--- src/design/sba_pkg.sv ---
`timescale 1ns / 1ps
package sba_pkg;

  localparam int FRAME_MAX_WIDTH  = 256;
  localparam int FRAME_MAX_HEIGHT = 256;

  localparam int X_W    = $clog2(FRAME_MAX_WIDTH);
  localparam int Y_W    = $clog2(FRAME_MAX_HEIGHT);
  localparam int ADDR_W = $clog2(FRAME_MAX_WIDTH * FRAME_MAX_HEIGHT);

  // Frame size registers are 9 bits; the active size after clamping can reach 256.
  localparam int FSZ_W = 9;
  localparam int ACT_W = 13;
  // Signed working width for clipping and window arithmetic.
  localparam int CW    = 15;

  localparam int PIX_W = 32;
  localparam logic [7:0] ALPHA_OPAQUE = 8'd255;
  localparam logic [7:0] ALPHA_CLEAR  = 8'd0;

  typedef enum logic [1:0] {
    REQ_BEGIN = 2'd0,
    REQ_SRC   = 2'd1,
    REQ_WRITE = 2'd2,
    REQ_READ  = 2'd3
  } req_t;

  typedef enum logic [1:0] {
    STAT_OK    = 2'd0,
    STAT_SKIP  = 2'd1,
    STAT_EMPTY = 2'd2
  } status_t;

  typedef enum logic [1:0] {
    MODE_NONE  = 2'd0,
    MODE_COPY  = 2'd1,
    MODE_BLEND = 2'd2
  } mode_t;

  typedef enum logic [1:0] {
    ST_IDLE = 2'd0,
    ST_EXEC = 2'd1,
    ST_MEM  = 2'd2
  } state_t;

  typedef struct packed {
    req_t              req_type;
    logic [11:0]       win_src_x;
    logic [11:0]       win_src_y;
    logic [11:0]       win_width;
    logic [11:0]       win_height;
    logic [12:0]       win_dst_x;
    logic [12:0]       win_dst_y;
    logic              blend_enable;
    logic              sprite_has_alpha;
    logic [11:0]       pixel_x;
    logic [11:0]       pixel_y;
    logic [PIX_W-1:0]  pixel_value;
  } item_t;

  // Window decisions handed from the window unit to the sequencer.
  typedef struct packed {
    logic              empty;
    logic              hit;
    logic              blend;
    logic [ADDR_W-1:0] addr;
  } win_info_t;

endpackage

--- src/design/sba_blend.sv ---
`timescale 1ns / 1ps
module sba_blend
  import sba_pkg::*;
(
  input  logic [PIX_W-1:0] src,
  input  logic [PIX_W-1:0] dst,
  output logic [PIX_W-1:0] res
);

  logic [8:0] inv;

  assign inv = 9'd256 - {1'b0, src[31:24]};

  // Premultiplied over on the three colour channels; destination alpha is kept.
  always_comb begin
    logic [16:0] prod;
    res = {dst[31:24], 24'd0};
    for (int c = 0; c < 3; c++) begin
      prod = 17'({1'b0, dst[c*8 +: 8]}) * 17'(inv);
      res[c*8 +: 8] = src[c*8 +: 8] + prod[15:8];
    end
  end

endmodule

--- config.mk ---
export PLATFORM = sky130hd
export DESIGN_NAME = sba_blend
export DESIGN_NICKNAME = d
export VERILOG_FILES = /design/src/design/sba_pkg.sv /design/src/design/sba_blend.sv
export SDC_FILE = /design/constraint.sdc
export NUM_CORES = 1
export LEC_CHECK = 0
export ABC_CLOCK_PERIOD_IN_PS = 7400
export BUFFER_PORTS_ARGS = -buffer_cell sky130_fd_sc_hd__buf_2
export CAP_MARGIN = 20
export CELL_PAD_IN_SITES_DETAIL_PLACEMENT = 2
export CELL_PAD_IN_SITES_GLOBAL_PLACEMENT = 2
export CORE_MARGIN = 4
export CORE_UTILIZATION = 38
export DETAILED_ROUTE_END_ITERATION = 12
export MAX_ROUTING_LAYER = met4
export PLACE_DENSITY = 0.95
export SYNTH_ARGS = -nofsm -noshare
export SYNTH_HDL_FRONTEND = slang
export SYNTH_SLANG_ARGS = --single-unit
--- constraint.sdc ---
create_clock -name vclk -period 7.4
set_clock_uncertainty 0.1 [all_clocks]
set_input_delay 0.37 -clock vclk [all_inputs]
set_output_delay 0.37 -clock vclk [all_outputs]
set_load 0.01 [all_outputs]
* Word-level counts from Yosys, hierarchy flattened
Cells that the tools add are included.
** Storage, ports and cells
- Bits in read-only memories :: 0
- Word-level logic and storage cells :: 7
- Output and inout bits :: 32
- Memories :: 0
- Bits in latches :: 0
- Register bits after elaboration :: 0
- RAM bits :: 0
** Cells by class
- Bitwise operators :: 0
- Multiply operators :: 3
- Add/subtract/negate cells :: 4
- Reduce and logical (&&, ||, !) cells :: 0
- Equal/unequal tests :: 0
- Mux-type cells :: 0
- Shift-type cells :: 0
- Order comparisons :: 0
- Div/mod/pow operators :: 0
** Operator list (number)
- $mul 8x9->16 :: 3
- $add 8x8->8 :: 3
- $sub 9x8->9 const A :: 1

* Logic depth before layout (Yosys ltp)
- Word-level depth :: 3
- Depth in mapped cells :: 27
- Depth with buffers taken out :: 26

* Worst setup path after synthesis
No wires, ideal clock.
- Kind :: input-to-output
- Start :: input port src[26]
- End :: output port res[23]
- Required time :: 6.930 ns
- Arrival :: 6.193 ns
- Stages :: 26
- Setup slack :: 0.737 ns
- Path through :: nor3_1 -> nand3_1 -> xor2_1 -> clkbuf_1 -> nand2_1 -> fa_1 -> fa_1 -> inv_1 -> fa_1 -> inv_1 -> fa_1 -> inv_1 -> ha_1 -> and2_4 -> a221o_1 -> a221oi_4 -> nor2b_1 -> o21a_1 -> nor2_1 -> xnor2_1 -> ha_1 -> nand2_1 -> o21ai_0 -> o41ai_1 -> xnor2_1 -> xnor2_1
** Between the ends
- Cells in the longest elaborated chain, start to end :: 3
** RTL lines
- from (decl) :: line sba_blend.sv:5 : input logic [PIX_W-1:0] src,
- $sub 9x8->9 :: line sba_blend.sv:12 : assign inv = 9'd256 - {1'b0, src[31:24]};
- $mul 8x9->16 :: line sba_blend.sv:19 : prod = 17'({1'b0, dst[c*8 +: 8]}) * 17'(inv);
- $add 8x8->8 :: line sba_blend.sv:20 : res[c*8 +: 8] = src[c*8 +: 8] + prod[15:8];
- to (decl) :: line sba_blend.sv:7 : output logic [PIX_W-1:0] res
Every way passes these cells.

* Worst setup path after layout
- Start :: input port src[24]
- End :: output port res[7]
Same word-level chain as after synthesis.

==> results.py <==
metrics = {
    "worst_setup_path": {
        "worstPathMaxFanout": 18,
        "path_depth": 27,
        "cp.required_ns": 6.93,
        "end_kind": "output pin",
        "cp_num_buf_inv": 6,
        "crit_family": "adder cells",
        "crit_arrival_ns": 6.84,
        "startpoint_type": "input port",
        "cpPeakStageDelay_ns": 0.58,
        "critPathKind": "input port to output pin",
        "worst_path_max_delay_cell": "fa_1",
    },
    "timing": {
        "relSlewSlack": 0.624,
        "worst_pin_slew_ns": 0.560,
        "maxSlewViolCount": 0,
        "fin_hold_ws_ns": 0.640,
        "min_period_over_period": 0.988,
        "fin_ws_ns": 0.0861,
        "finalSetupViolations": 0,
        "hold_violations": 0,
        "fmax_mhz": 137,
        "period_needed_ns": 7.31,
    },
    "detailed_routing": {
        "route.detailed.drc": 0,
        "dr.max_layer_used": "met4",
        "post_drt_wl_per_cell_um": 24.8,
        "drtAntennaViolNets": 0,
        "met2_length_um": 14800,
        "routed_wl_um": 27900,
        "via_per_inst": 5.44,
        "drt-met1-wl_um": 10200,
        "drt-initial-drc-count": 210,
        "firstDrtPassIters": 4,
        "wl_met3_um": 1010,
        "num_vias": 6123,
    },
    "synth": {
        "syn_inst": 812,
        "synthAdderAreaFrac": 0.551,
        "syn_avg_cell_area_um2": 8.81,
        "synth_xor_area_frac": 0.0742,
        "synth_top_family_by_area": "adder cells",
        "syn-num-nets": 1117,
        "synth.distinct_cells": 42,
        "yosysWarningCount": 0,
        "syn_area_um2": 7150,
        "synthMuxAreaShare": 0,
        "synth_compound_area_frac": 0.0686,
        "yosys.area_share.simple": 0.206,
        "synth_seq_area_share": 0,
    },
    "floorplanning": {
        "core-area_um2": 18200,
        "die_w_um": 145,
        "fp-row-count": 49,
        "die_h_um": 145,
        "io_pins": 96,
        "floorplan.initialDensity": 0.393,
        "die_area_um2": 21100,
    },
    "final_layout": {
        "n_antenna_cell": 0,
        "clkbuf_count": 0,
        "final_cells": 1126,
        "finalNetCount": 1204,
        "final_layout_size_suffix_gt1_frac": 0.163,
        "design.seq.count": 0,
        "nFillCells": 1992,
        "seqCellArea_um2": 0,
        "areaGrowthSynthToFinish_pct": 14.3,
    },
    "power_and_ir_drop": {
        "power_frac_seq": 0,
        "p_leak_uw": 0.00432,
        "internal-power_uw": 1560,
        "power_frac_comb": 1.000,
        "p_clk_frac": 0,
        "p_per_area_nw_per_um2": 436,
        "ir_drop_uv": 424,
        "p_sw_frac": 0.563,
        "power_switching_uw": 2010,
    },
    "worst_hold_path": {
        "hp-class": "input port to output pin",
        "min_from": "dst[28]",
        "whs_path_depth": 0,
        "min_to": "res[28]",
    },
    "run_status": {
        "status": "finished clean",
    },
    "place": {
        "dp_slack_ns": -0.408,
        "place_hpwl_um": 22100,
        "routabilityCongestion": 0.832,
        "dpl.cell_count": 1111,
        "portBuffers": 80,
    },
    "global_routing": {
        "antenna_found_initial": 0,
        "grt_overflow": 0,
        "grt_max_degree": 19,
        "grt_pass1_wl_um": 42300,
        "grt_use_total": 0.262,
        "grt_pass1_vias": 7489,
    },
    "flow_run": {
        "maxCapViolations": 0,
    },
}
-- final cells by class --
cell class	count	area, um^2	area share
Inverter	158	593	0.0726
Timing Repair Buffer	111	679	0.0831
Tap cell	229	287	0.0351
Multi-Input combinational cell	628	6610	0.809
-- metrics by stage --
stage                     utilization  total power [uW]  area, um^2  setup TNS [ns]
after CTS                       0.439              3380        8000               0
after global placement          0.431              2950        7850               0
after global routing            0.449              3970        8170          -0.206
after detailed placement        0.431              3320        7850          -0.779
after floorplan                     -              2230        7150               0
final                           0.449              3570        8170               0
-- power groups by stage --
stage / clock, uW / combinational (uW) / sequential (uW)
2_1_floorplan: 0 / 2230 / 0
3_3_place_gp: 0 / 2950 / 0
3_5_place_dp: 0 / 3320 / 0
4_1_cts: 0 / 3380 / 0
5_1_grt: 0 / 3970 / 0
6_report: 0 / 3570 / 0
-- how the worst max path moves through the flow --
stage                  from      end  slack [ns]
floorplan           src[26]  res[23]        0.74
global placement    src[26]  res[23]        0.37
detailed placement  src[24]   res[7]       -0.41
CTS                 src[24]  res[23]        0.02
global route        src[24]   res[7]       -0.11
finish              src[24]   res[7]        0.09
-- layout by cell type, fill, tap and decap left out, types with 4 or more instances in the layout --
master   count
and2_1     162
inv_1      156
fa_1       123
ha_1       116
buf_2       81
nand2_1     58
xnor2_1     44
buf_4       25
a21oi_1     19
nor2_1      13
a21o_1      12
xor2_1       8
o21ai_1      5
nor3_1       5
o21ai_0      4
nand3_1      4
-- repair_timing --
action / 4_1_cts / 5_1_grt
pin swaps: 4 / 20
hold buffers: 0 / 0
gates resized for setup: 14 / 19
setup endpoints to repair: 3 / 3
cloned: 2 / 0
setup buffers: 4 / 9
-- synth_stat cells --
library cell	number	area (um^2)
xnor2_1	47	412
o21ai_1	4	20.0
a21o_1	12	90.1
a221oi_1	1	8.76
nand3_1	5	25.0
and2_1	162	1010
nand3b_1	1	7.51
and4_1	1	8.76
o21a_1	3	22.5
nand4_1	3	18.8
o41ai_2	1	16.3
a31oi_1	2	12.5
nand4b_1	2	17.5
nor2_1	13	48.8
o21ai_2	2	17.5
and3_1	1	6.26
o21ai_0	5	25.0
ha_1	118	1480
a221o_1	1	10.0
a221oi_4	2	52.6
o21bai_1	3	22.5
o211ai_1	2	15.0
xnor3_1	1	22.5
a41oi_1	1	8.76
clkbuf_1	18	67.6
nor4_2	1	12.5
nor3_2	1	10.0
nand2b_1	2	12.5
a21oi_1	22	110
buf_4	8	60.1
nor2b_1	2	12.5
xor2_1	11	96.3
inv_1	158	593
and2_4	1	8.76
o21ba_2	1	10.0
nand2_1	59	221
a2111oi_4	1	27.5
nor2_2	1	6.26
nor3_1	8	40.0
o31ai_2	1	12.5
o41ai_1	1	8.76
fa_1	123	2460
-- kinds of logic after synthesis --
group           Yosys count
simple gates            263
fa+ha+maj               241
buf+inv                 184
compound gates           65
xor+xnor                 59
-- routing by layer --
| metal | track usage | up-vias |
|---|---|---|
| met1 | 0.271 | 3137 |
| li1 | - | 2666 |
| met2 | 0.488 | 198 |
| met3 | 0.0302 | 122 |
| met4 | 0.134 | 0 |
| met5 | - | - |
(Power assumes the default switching activity.)
