<file path="config.mk">
export PLATFORM = sky130hd
export DESIGN_NAME = sba_window
export DESIGN_NICKNAME = d
export VERILOG_FILES = /design/src/design/sba_pkg.sv /design/src/design/sba_window.sv
export SDC_FILE = /design/constraint.sdc
export NUM_CORES = 1
export LEC_CHECK = 0
export BUFFER_PORTS_ARGS = -buffer_cell sky130_fd_sc_hd__buf_2
export CORE_ASPECT_RATIO = 1.4
export CORE_MARGIN = 2
export CORE_UTILIZATION = 50
export DETAILED_ROUTE_END_ITERATION = 8
export PLACE_DENSITY = 0.78
export RECOVER_POWER = 25
export SYNTH_ARGS = -nofsm -noshare
export SYNTH_HDL_FRONTEND = slang
export SYNTH_SLANG_ARGS = --single-unit
</file>
<file path="constraint.sdc">
create_clock -name clk -period 5.64 [get_ports clk]
set_input_delay 0.282 -clock clk [delete_from_list [all_inputs] [get_ports clk]]
set_output_delay 0.282 -clock clk [all_outputs]
set_load 0.03 [all_outputs]
</file>
<file path="src/design/sba_pkg.sv">
`timescale 1ns / 1ps
package sba_pkg;

  localparam int FRAME_MAX_WIDTH  = 256;
  localparam int FRAME_MAX_HEIGHT = 256;

  localparam int X_W    = $clog2(FRAME_MAX_WIDTH);
  localparam int Y_W    = $clog2(FRAME_MAX_HEIGHT);
  localparam int ADDR_W = $clog2(FRAME_MAX_WIDTH * FRAME_MAX_HEIGHT);

  // Frame size registers are 9 bits; the active size after clamping can reach 256.
  localparam int FSZ_W = 9;
  localparam int ACT_W = 13;
  // Signed working width for clipping and window arithmetic.
  localparam int CW    = 15;

  localparam int PIX_W = 32;
  localparam logic [7:0] ALPHA_OPAQUE = 8'd255;
  localparam logic [7:0] ALPHA_CLEAR  = 8'd0;

  typedef enum logic [1:0] {
    REQ_BEGIN = 2'd0,
    REQ_SRC   = 2'd1,
    REQ_WRITE = 2'd2,
    REQ_READ  = 2'd3
  } req_t;

  typedef enum logic [1:0] {
    STAT_OK    = 2'd0,
    STAT_SKIP  = 2'd1,
    STAT_EMPTY = 2'd2
  } status_t;

  typedef enum logic [1:0] {
    MODE_NONE  = 2'd0,
    MODE_COPY  = 2'd1,
    MODE_BLEND = 2'd2
  } mode_t;

  typedef enum logic [1:0] {
    ST_IDLE = 2'd0,
    ST_EXEC = 2'd1,
    ST_MEM  = 2'd2
  } state_t;

  typedef struct packed {
    req_t              req_type;
    logic [11:0]       win_src_x;
    logic [11:0]       win_src_y;
    logic [11:0]       win_width;
    logic [11:0]       win_height;
    logic [12:0]       win_dst_x;
    logic [12:0]       win_dst_y;
    logic              blend_enable;
    logic              sprite_has_alpha;
    logic [11:0]       pixel_x;
    logic [11:0]       pixel_y;
    logic [PIX_W-1:0]  pixel_value;
  } item_t;

  // Window decisions handed from the window unit to the sequencer.
  typedef struct packed {
    logic              empty;
    logic              hit;
    logic              blend;
    logic [ADDR_W-1:0] addr;
  } win_info_t;

endpackage

</file>
<file path="src/design/sba_window.sv">
`timescale 1ns / 1ps
module sba_window
  import sba_pkg::*;
(
  input  logic             clk,
  input  logic             rst_n,
  input  item_t            item,
  input  logic [ACT_W-1:0] act_w,
  input  logic [ACT_W-1:0] act_h,
  input  logic             commit,
  output win_info_t        info
);

  logic [12:0]    clip_src_x_r, clip_src_y_r;
  logic [11:0]    clip_width_r, clip_height_r;
  logic [X_W-1:0] clip_dst_x_r;
  logic [Y_W-1:0] clip_dst_y_r;
  mode_t          mode_r;

  logic signed [CW-1:0] fw_s, fh_s;
  logic signed [CW-1:0] sx0, sy0, w0, h0, dx0, dy0;
  logic signed [CW-1:0] sx1, sy1, w1, h1, dx1, dy1;
  logic signed [CW-1:0] w2, h2;
  logic signed [CW-1:0] ox, oy, tx, ty;
  logic                 in_win;

  assign fw_s = $signed({{(CW-ACT_W){1'b0}}, act_w});
  assign fh_s = $signed({{(CW-ACT_W){1'b0}}, act_h});

  // Clipping of a new window: negative corners pull the source start in,
  // then the size is cut at the right and bottom frame edges.
  always_comb begin
    sx0 = $signed({3'd0, item.win_src_x});
    sy0 = $signed({3'd0, item.win_src_y});
    w0  = $signed({3'd0, item.win_width});
    h0  = $signed({3'd0, item.win_height});
    dx0 = $signed({{2{item.win_dst_x[12]}}, item.win_dst_x});
    dy0 = $signed({{2{item.win_dst_y[12]}}, item.win_dst_y});
    sx1 = sx0; w1 = w0; dx1 = dx0;
    sy1 = sy0; h1 = h0; dy1 = dy0;
    if (dx0 < 0) begin
      sx1 = sx0 - dx0;
      w1  = w0 + dx0;
      dx1 = '0;
    end
    if (dy0 < 0) begin
      sy1 = sy0 - dy0;
      h1  = h0 + dy0;
      dy1 = '0;
    end
    w2 = (dx1 + w1 > fw_s) ? fw_s - dx1 : w1;
    h2 = (dy1 + h1 > fh_s) ? fh_s - dy1 : h1;
  end

  always_ff @(posedge clk) begin
    if (!rst_n) begin
      clip_src_x_r  <= '0;
      clip_src_y_r  <= '0;
      clip_width_r  <= '0;
      clip_height_r <= '0;
      clip_dst_x_r  <= '0;
      clip_dst_y_r  <= '0;
      mode_r        <= MODE_NONE;
    end else if (commit) begin
      if (info.empty) begin
        mode_r <= MODE_NONE;
      end else begin
        clip_src_x_r  <= sx1[12:0];
        clip_src_y_r  <= sy1[12:0];
        clip_width_r  <= w2[11:0];
        clip_height_r <= h2[11:0];
        clip_dst_x_r  <= dx1[X_W-1:0];
        clip_dst_y_r  <= dy1[Y_W-1:0];
        mode_r        <= (item.blend_enable && item.sprite_has_alpha) ? MODE_BLEND
                                                                      : MODE_COPY;
      end
    end
  end

  // Mapping of a source pixel into the frame through the recorded window.
  always_comb begin
    ox = $signed({3'd0, item.pixel_x}) - $signed({2'd0, clip_src_x_r});
    oy = $signed({3'd0, item.pixel_y}) - $signed({2'd0, clip_src_y_r});
    tx = $signed({{(CW-X_W){1'b0}}, clip_dst_x_r}) + ox;
    ty = $signed({{(CW-Y_W){1'b0}}, clip_dst_y_r}) + oy;
    in_win = (mode_r != MODE_NONE) && (ox >= 0) && (oy >= 0) &&
             (ox < $signed({3'd0, clip_width_r})) &&
             (oy < $signed({3'd0, clip_height_r}));
  end

  assign info.empty = (w2 <= 0) || (h2 <= 0);
  assign info.hit   = in_win && (tx < fw_s) && (ty < fh_s);
  assign info.blend = (mode_r == MODE_BLEND);
  assign info.addr  = ADDR_W'(ty[Y_W-1:0]) * ADDR_W'(FRAME_MAX_WIDTH) +
                      ADDR_W'(tx[X_W-1:0]);

endmodule

</file>
Word-level counts from Yosys, hierarchy flattened
Cells that the tools add are included.
- add/sub/neg operators: 13
- magnitude comparators: 12
- eq/ne operators: 1
- mux-type cells: 10
- bitwise operators: 1
- reduce and logical (&&, ||, !) cells: 10
- operator list (operator ; number):
    $mux 15 ; 6
    $add 15x15->15 ; 2
    $add 9x14->15 ; 2
    $gt 15x14->1 ; 2
    $le 15x1->1 const B ; 2
    $lt 15x14->1 ; 2
    $sub 14x15->15 ; 2
    $add 13x13->14 ; 2
    $ge 14x1->1 const B ; 2
    $lt 14x13->1 ; 2
    $sub 12x13->14 ; 2
    $lt 13x1->1 const B ; 2
    $mux 13 ; 2
    $sub 13x13->13 ; 2
    $add 16x8->16 ; 1
    $logic_and 1x1->1 ; 7
    $mux 2 ; 2
    $eq 2x2->1 const B ; 1
    $reduce_and 2->1 ; 1
    $reduce_bool 2->1 ; 1
    $logic_or 1x1->1 ; 1
    $not 1->1 ; 1
- register bits after elaboration: 68
- output and inout port bits: 19
- logic and storage cells: 54

Longest topological paths before layout
Gate-level depths: netlist of run 1.
- depth in word-level cells: 9
- mapped depth: 29

Worst setup path before layout of run 1
No wires, ideal clock.
- kind: in2out
- start: in item[71] (netlist bit)
- end: out info[18] (netlist bit)
- data arrival time: 5.579 ns
- data required time: 5.358 ns
- slack: -0.221 ns
- stages: 25
- cell sequence: ha_1 fa_1 a211oi_1 o21ba_2 nor3_1 or4b_4 ha_1 a211oi_1 nand2b_1 a21o_1 a21o_1 a21oi_1 xnor2_1 ha_1 and3_1 nand3_1 a211oi_1 o41a_1 a31oi_1 o22ai_1 buf_2 a211oi_2 buf_2 buf_2 nand3_1
- RTL lines (what ; line ; text):
    from (decl) ; sba_window.sv:7 ; input item_t item,
    to (decl) ; sba_window.sv:11 ; output win_info_t info

==> results of run 1 <==
[routing by layer]
layer,share of wire,wire length (um),vias to the layer above
met5,0,0,-
met4,0.098,4290,0
met3,0.055,2420,264
met2,0.50,21800,646
met1,0.35,15200,6264
li1,-,-,6315
[area by class of cell]
class / count / area (um^2) / share of cell area
Tap cell: 306 / 383 / 0.0245
Clock inverter: 4 / 48.8 / 0.00312
Multi-Input combinational cell: 1273 / 10500 / 0.669
Clock buffer: 12 / 246 / 0.0158
Inverter: 174 / 653 / 0.0418
Timing Repair Buffer: 347 / 2480 / 0.159
Sequential cell: 68 / 1360 / 0.0870
[registers in the layout, indices dropped and copies added, names as in the netlist]
signal and cells:
clip_height_r 12, clip_dst_x_r 8, clip_src_x_r 13, clip_src_y_r 13, clip_width_r 12, mode_r 2, clip_dst_y_r 8
[stage by stage]
stage               setup WS, ps  TNS [ps]  total power [uW]  instance area, um^2
finish                      -373    -15870              4460                15600
floorplan                   47.8         0              2390                11800
global route                -463    -23310              4730                15600
detailed placement         -1020    -60850              3310                14000
global placement            -901    -54270              3250                14000
CTS                         -208      -812              4060                14800
[kinds of logic after synthesis]
logic type | synth area share
fa+ha+maj | 0.241
simple gates | 0.184
flops | 0.116
xor+xnor | 0.0733
buf+inv | 0.0760
compound gates | 0.280
mux | 0.0296
[power breakdown]
group | switching [uW] | total, uW | internal [uW] | leakage [uW]
Combinational | 1880 | 3290 | 1410 | 0.00655
Clock | 225 | 579 | 354 | 0.000147
Sequential | 41.4 | 593 | 551 | 0.000557
[cells in the mapped netlist (32+ instances only)]
master / instances
a211oi_1: 51
nor3_1: 36
inv_1: 171
o21ai_0: 98
a21oi_1: 126
xor2_1: 32
nand3_1: 53
xnor2_1: 66
nand2_1: 111
a21o_1: 40
nor2_1: 93
ha_1: 206
dfxtp_1: 68
[cells in the final DEF, fill, tap and decap left out, types with 10 or more instances in the layout]
cell type  instances
ha_1             202
o21a_1            26
a21oi_1           90
a21oi_2           29
nand4_1           17
o211ai_1          13
nand2_1          110
a21o_1            40
buf_2            141
buf_4            173
clkbuf_16         12
nor3_1            29
a211oi_1          23
mux2i_1           29
buf_6             14
a31oi_1           10
xnor2_1           62
a21boi_0          15
a211oi_2          25
o21ai_0           77
dfxtp_1           68
nor2b_1           28
o21ai_1           15
nand2b_1          21
inv_1            171
nor2_1            92
o21bai_1          12
nand3_1           37
nand3_2           12
xor2_1            30
[worst min-delay path, cell delays in order]
cell and delay (ps):
buf_2 90, nand2_1 190, o31ai_4 70
[how the worst max path moves through the flow]
stage	from	end	slack, ps	depth (start not counted)
after floorplan	item[71]	info[18]	50	25
after global placement	item[71]	clip_width_r[5]	-900	27
after detailed placement	item[71]	clip_src_y_r[4]	-1020	28
after CTS	item[96]	info[18]	-210	27
after global routing	item[96]	info[18]	-460	27
final	item[96]	info[18]	-370	27
[timing repair]
| item | in CTS | in global routing |
|---|---|---|
| pin swaps | 51 | 51 |
| gates cloned | 1 | 5 |
| endpoints found under the hold margin | 0 | 0 |
| endpoints found under the setup margin | 70 | 70 |
| hold buffers | 0 | 0 |
| resized for setup | 94 | 143 |
| setup buffers | 9 | 15 |
==> reports/results.ini, run 1 <==
[critical_path]
path_delay_family=compound AO/OA/AOI/OAI gates
timing.rr.start=clip_width_r[11]
criticalPathCategory=in -> out
r2r_end=clip_width_r[11]
rrSetupSlack_ps=4850
max_stage_delay_ps=530
critPathBufInv=4
cp-start-kind=primary input
slowest_stage=or4b_4
crit_top_cell=a21o_1
crit_arrival_ps=5730
worst_setup_path_end_kind=primary output
worstRegToRegCells=2
critPathRequiredTime_ps=5360
path_max_fanout=5

[global_routing]
met3_usage=0.0293
antenna_found_initial=0
grt_pass1_vias=13565
grt_max_degree=61
grt.busiest_layer=met2
overflow=0
gr-usage-all-layers=0.331
grt_pass1_wl_um=65100
grt_use_met2=0.631
grtUsageMet1=0.328

[job]
cap_violations=0

[logic_synthesis]
postSynthAreaPerCell_um2=7.48
ys_types=87
async_reset_ff_frac=0
synth_cells=1567
synth_seq_cells=68
syn_area_um2=11700
yosysTopAreaCell=ha_1
synth_fp_nets=1948
synth_edf_count=0
ys_seq_area_frac=0.116
yosysWarnings=0
yosys-top-cells-area=ha_1, dfxtp_1, inv_1
synth_top_area_share=0.220
synth_ff_type=dfxtp_1

[drt]
vias_per_cell=6.18
initialDrtViolationCount=883
vias=13489
ant_nets=0
dr.pass1.iters=7
wl_per_cell_um=20.0
drc_errors=0
drt_wl_total_um=43700

[worst_hold_path]
hold_path.class=in -> reg
hold_depth=3
hold_end=mode_r[1]
hold_path_startpoint=item[56]

[timing]
setup_viol=70
rsz0062_at_grt=true
min_period_ps=6010
hold_violations=0
worst_slack_ps=-373
finalClockSkew_ps=0
worst_slew_pin_slew_ps=955
fin_crit_sh=1.07
clock.fmax_mhz=166
hold_slack_ps=349
drv_slew=0
slew_headroom=0.355

[cts]
cts_root_buf=clkbuf_16
clockBufferDepth=2
clock-sinks=68
ctsHtreeMaxLevel=3
cts_tree=built
numCtsBuffers=9
insertion_delay_ps=340
cts.clk_slew.worst_paths_ps=50

[power_and_ir_drop]
pwr_density_cell_nw_per_um2=285
ir_worst_vdd_mv=0.187
p_leak_uw=0.00725

[run_status]
status=complete, but fails checks
violations=setup timing

[die]
core_region_area_um2=23100
floorplan.initialDensity=0.507
die_h_um=185
placementRows=66
die_w_um=133
die_area_um2=24700
ios=182

[finish]
utilization=0.676
nets=2254
area_delta_synth_final_pct=33.5
fin_cells=2184
drive_gt1_frac=0.282
final.fill_count=1853
antenna_cells=0

[placed_design]
dpl.cell_count=2141
dpl.hpwl_um=34000
gp_congestion=0.978
io_buffers=147

(Power assumes the default switching activity.)
==> run 2, diff against run 1 <==
BUFFER_PORTS_ARGS = -buffer_cell sky130_fd_sc_hd__buf_4   (was -buffer_cell sky130_fd_sc_hd__buf_2)
==> run 2 against run 1 <==
Net effect:
- the flow still finishes with violations (setup timing)
- largest cell class unchanged
- non-clock buffer count rose by 14
- die area did not move
- sequential share of layout area fell by 0.13 points
- global-route usage rose by 0.47 points
- wire length rose by 0.70%
- clock power rose by 19%
==> reports/results.ini, run 2 (synthesis results as in run 1) <==
[finish]
multi_input_area_um2=10200  ; -2.1%
mostFrequentLayoutCells=buf_4, ha_1, inv_1, nand2_1, a21oi_1
reg_top3=clip_src_x_r (13), clip_src_y_r (13)
layout_commonest_cell=buf_4
area_delta_synth_final_pct=35.7
final.fill_count=1929  ; +4.1%
regArea_um2=1360  ; about the same
drive_gt1_frac=0.277  ; -0.00526
nets=2268  ; +0.62%
utilization=0.687  ; +0.0109
antenna_cells=0  ; unchanged

[drt]
drt_wl_total_um=44000  ; +0.70%
vias_per_cell=6.11  ; -1.0%
dr.pass1.iters=5  ; -2
vias=13437  ; -0.39%
wl_per_cell_um=20.0  ; about the same
initialDrtViolationCount=925  ; +4.8%
ant_nets=0  ; unchanged
drc_errors=0  ; unchanged

[die]
die_h_um=185  ; unchanged
floorplan.initialDensity=0.507  ; unchanged
die_area_um2=24700  ; unchanged
die_w_um=133  ; unchanged
ios=182  ; unchanged
placementRows=66  ; unchanged
core_region_area_um2=23100  ; unchanged

[power_and_ir_drop]
switching_share=0.457  ; -0.0246
pwr_density_cell_nw_per_um2=287  ; +0.67%
ir_worst_vdd_mv=0.165  ; -12%
intPower_uw=2480  ; +7.1%
power_switching_uw=2080  ; -2.9%
p_leak_uw=0.00743  ; +2.4%
p_clk_frac=0.151  ; +0.021
comb_power_share=0.718  ; -0.019
seqPwrFrac=0.131  ; -0.002

[timing]
min_period_ps=6020  ; +10.5 ps
slew_headroom=0.181  ; -0.173
setup_viol=69  ; -1.4%
clock.fmax_mhz=166  ; -0.17%
worst_slew_pin_slew_ps=1220  ; +261 ps
worst_slack_ps=-383  ; -10.5 ps
finalClockSkew_ps=0  ; unchanged
setup_tns_ps=-16430  ; -553 ps
rsz0062_at_grt=true
drv_slew=0  ; unchanged
hold_violations=0  ; unchanged
fin_crit_sh=1.07  ; +0.00187

[global_routing]
gr-usage-all-layers=0.336  ; +0.00469
grt_pass1_vias=13724  ; +1.2%
overflow=0  ; unchanged
antenna_found_initial=0  ; unchanged
grt_pass1_wl_um=66200  ; +1.6%
grt_max_degree=42  ; -31%

[critical_path]
cp.depth=28  ; +3.7%
timing.rr.start=clip_src_x_r[6]
cp-start-kind=primary input
worstRegToRegCells=2  ; unchanged
r2r_end=clip_src_x_r[6]
path_delay_family=compound AO/OA/AOI/OAI gates
critPathRequiredTime_ps=5850  ; +490 ps
critPathBufInv=5  ; +1
max_stage_delay_ps=410  ; -120 ps
path_max_fanout=5  ; unchanged
rrSetupSlack_ps=4810  ; -40 ps
slowest_stage=ha_1
worst_setup_path_end_kind=register
criticalPathCategory=in -> reg
crit_arrival_ps=6240  ; +510 ps

[run_status]
status=complete, but fails checks
violations=setup timing

[cts]
clock-sinks=68  ; unchanged
clockBufferDepth=2  ; unchanged
insertion_delay_ps=330  ; about the same
numCtsBuffers=9  ; unchanged
ctsHtreeMaxLevel=3  ; unchanged
cts.clk_slew.worst_paths_ps=60  ; about the same
ctsHoldBuffers=0  ; unchanged
cts_root_buf=clkbuf_16
cts_tree=built

[placed_design]
io_buffers=147  ; unchanged
dpl.hpwl_um=34700  ; +2.2%
dp_slack_ps=-1070  ; -51.1 ps
gp_congestion=1.00  ; +2.4%

[worst_hold_path]
hold_path_startpoint=commit
hold_end=mode_r[0]
hold_path.class=in -> reg
hold_depth=3  ; unchanged

[job]
cap_violations=0  ; unchanged

run 2: cell count changes in the layout (fill, tap and decap cells not counted), moves of 4 or more:
cell / before / now
a211oi_2: 25 / 14
buf_2: 141 / 0
a211oi_1: 23 / 35
buf_4: 173 / 334
nor3_1: 29 / 33
nand3_1: 37 / 45
nand3_2: 12 / 5
a2111oi_4: 9 / 4
run 2: what timing repair did:
action	in CTS	in global routing
setup buffers	10	13
setup endpoints to repair	70	70
pin swaps	37	57
cloned	0	3
gates resized for setup	70	125
run 2: area by class of cell:
class,count,area share
multi-input cells,1273,0.644
repair buffers,361,0.181
flip-flops and latches,68,0.0857
inverters,174,0.0411
well taps,306,0.0241
clock buffers,13,0.0176
clock inverters,3,0.00567
run 2: per-stage QoR:
stage	hold WS, ps	total power (uW)	cell area [um^2]	instances
global route	308	4850	15900	2198
floorplan	438	2390	11800	1567
global placement	452	3320	14500	2156
detailed placement	466	3390	14500	2156
finish	309	4560	15900	2198
CTS	295	4210	15200	2182
run 2: worst register-to-register path, cell delays in order (launching register included):
cell and delay (ps):
dfxtp_1 320, inv_1 70, a211oi_1 320
run 2: worst max path at each step:
| stage | startpoint | end | slack (ps) |
|---|---|---|---|
| floorplan | item[71] | info[18] | 50 |
| global placement | item[71] | clip_src_y_r[7] | -1030 |
| detailed placement | item[71] | clip_src_x_r[6] | -1070 |
| CTS | item[96] | info[18] | -230 |
| global route | item[58] | clip_src_x_r[6] | -550 |
| finish | item[58] | clip_src_x_r[6] | -380 |
run 2: power by group through the flow:
stage	registers (uW)	logic, uW	clock network (uW)
after floorplan	582	1810	0
after global placement	591	2730	0
after detailed placement	593	2800	0
after CTS	584	2930	687
after global routing	601	3540	715
final	596	3280	691
run 2: routing by layer:
metal  vias to the layer above  routed length [um]  GRT usage
met5                         -                   0          0
met4                         0                3920      0.257
met3                       236                2320     0.0268
met2                       602               22500      0.649
met1                      6261               15300      0.329
li1                       6338                   -          -
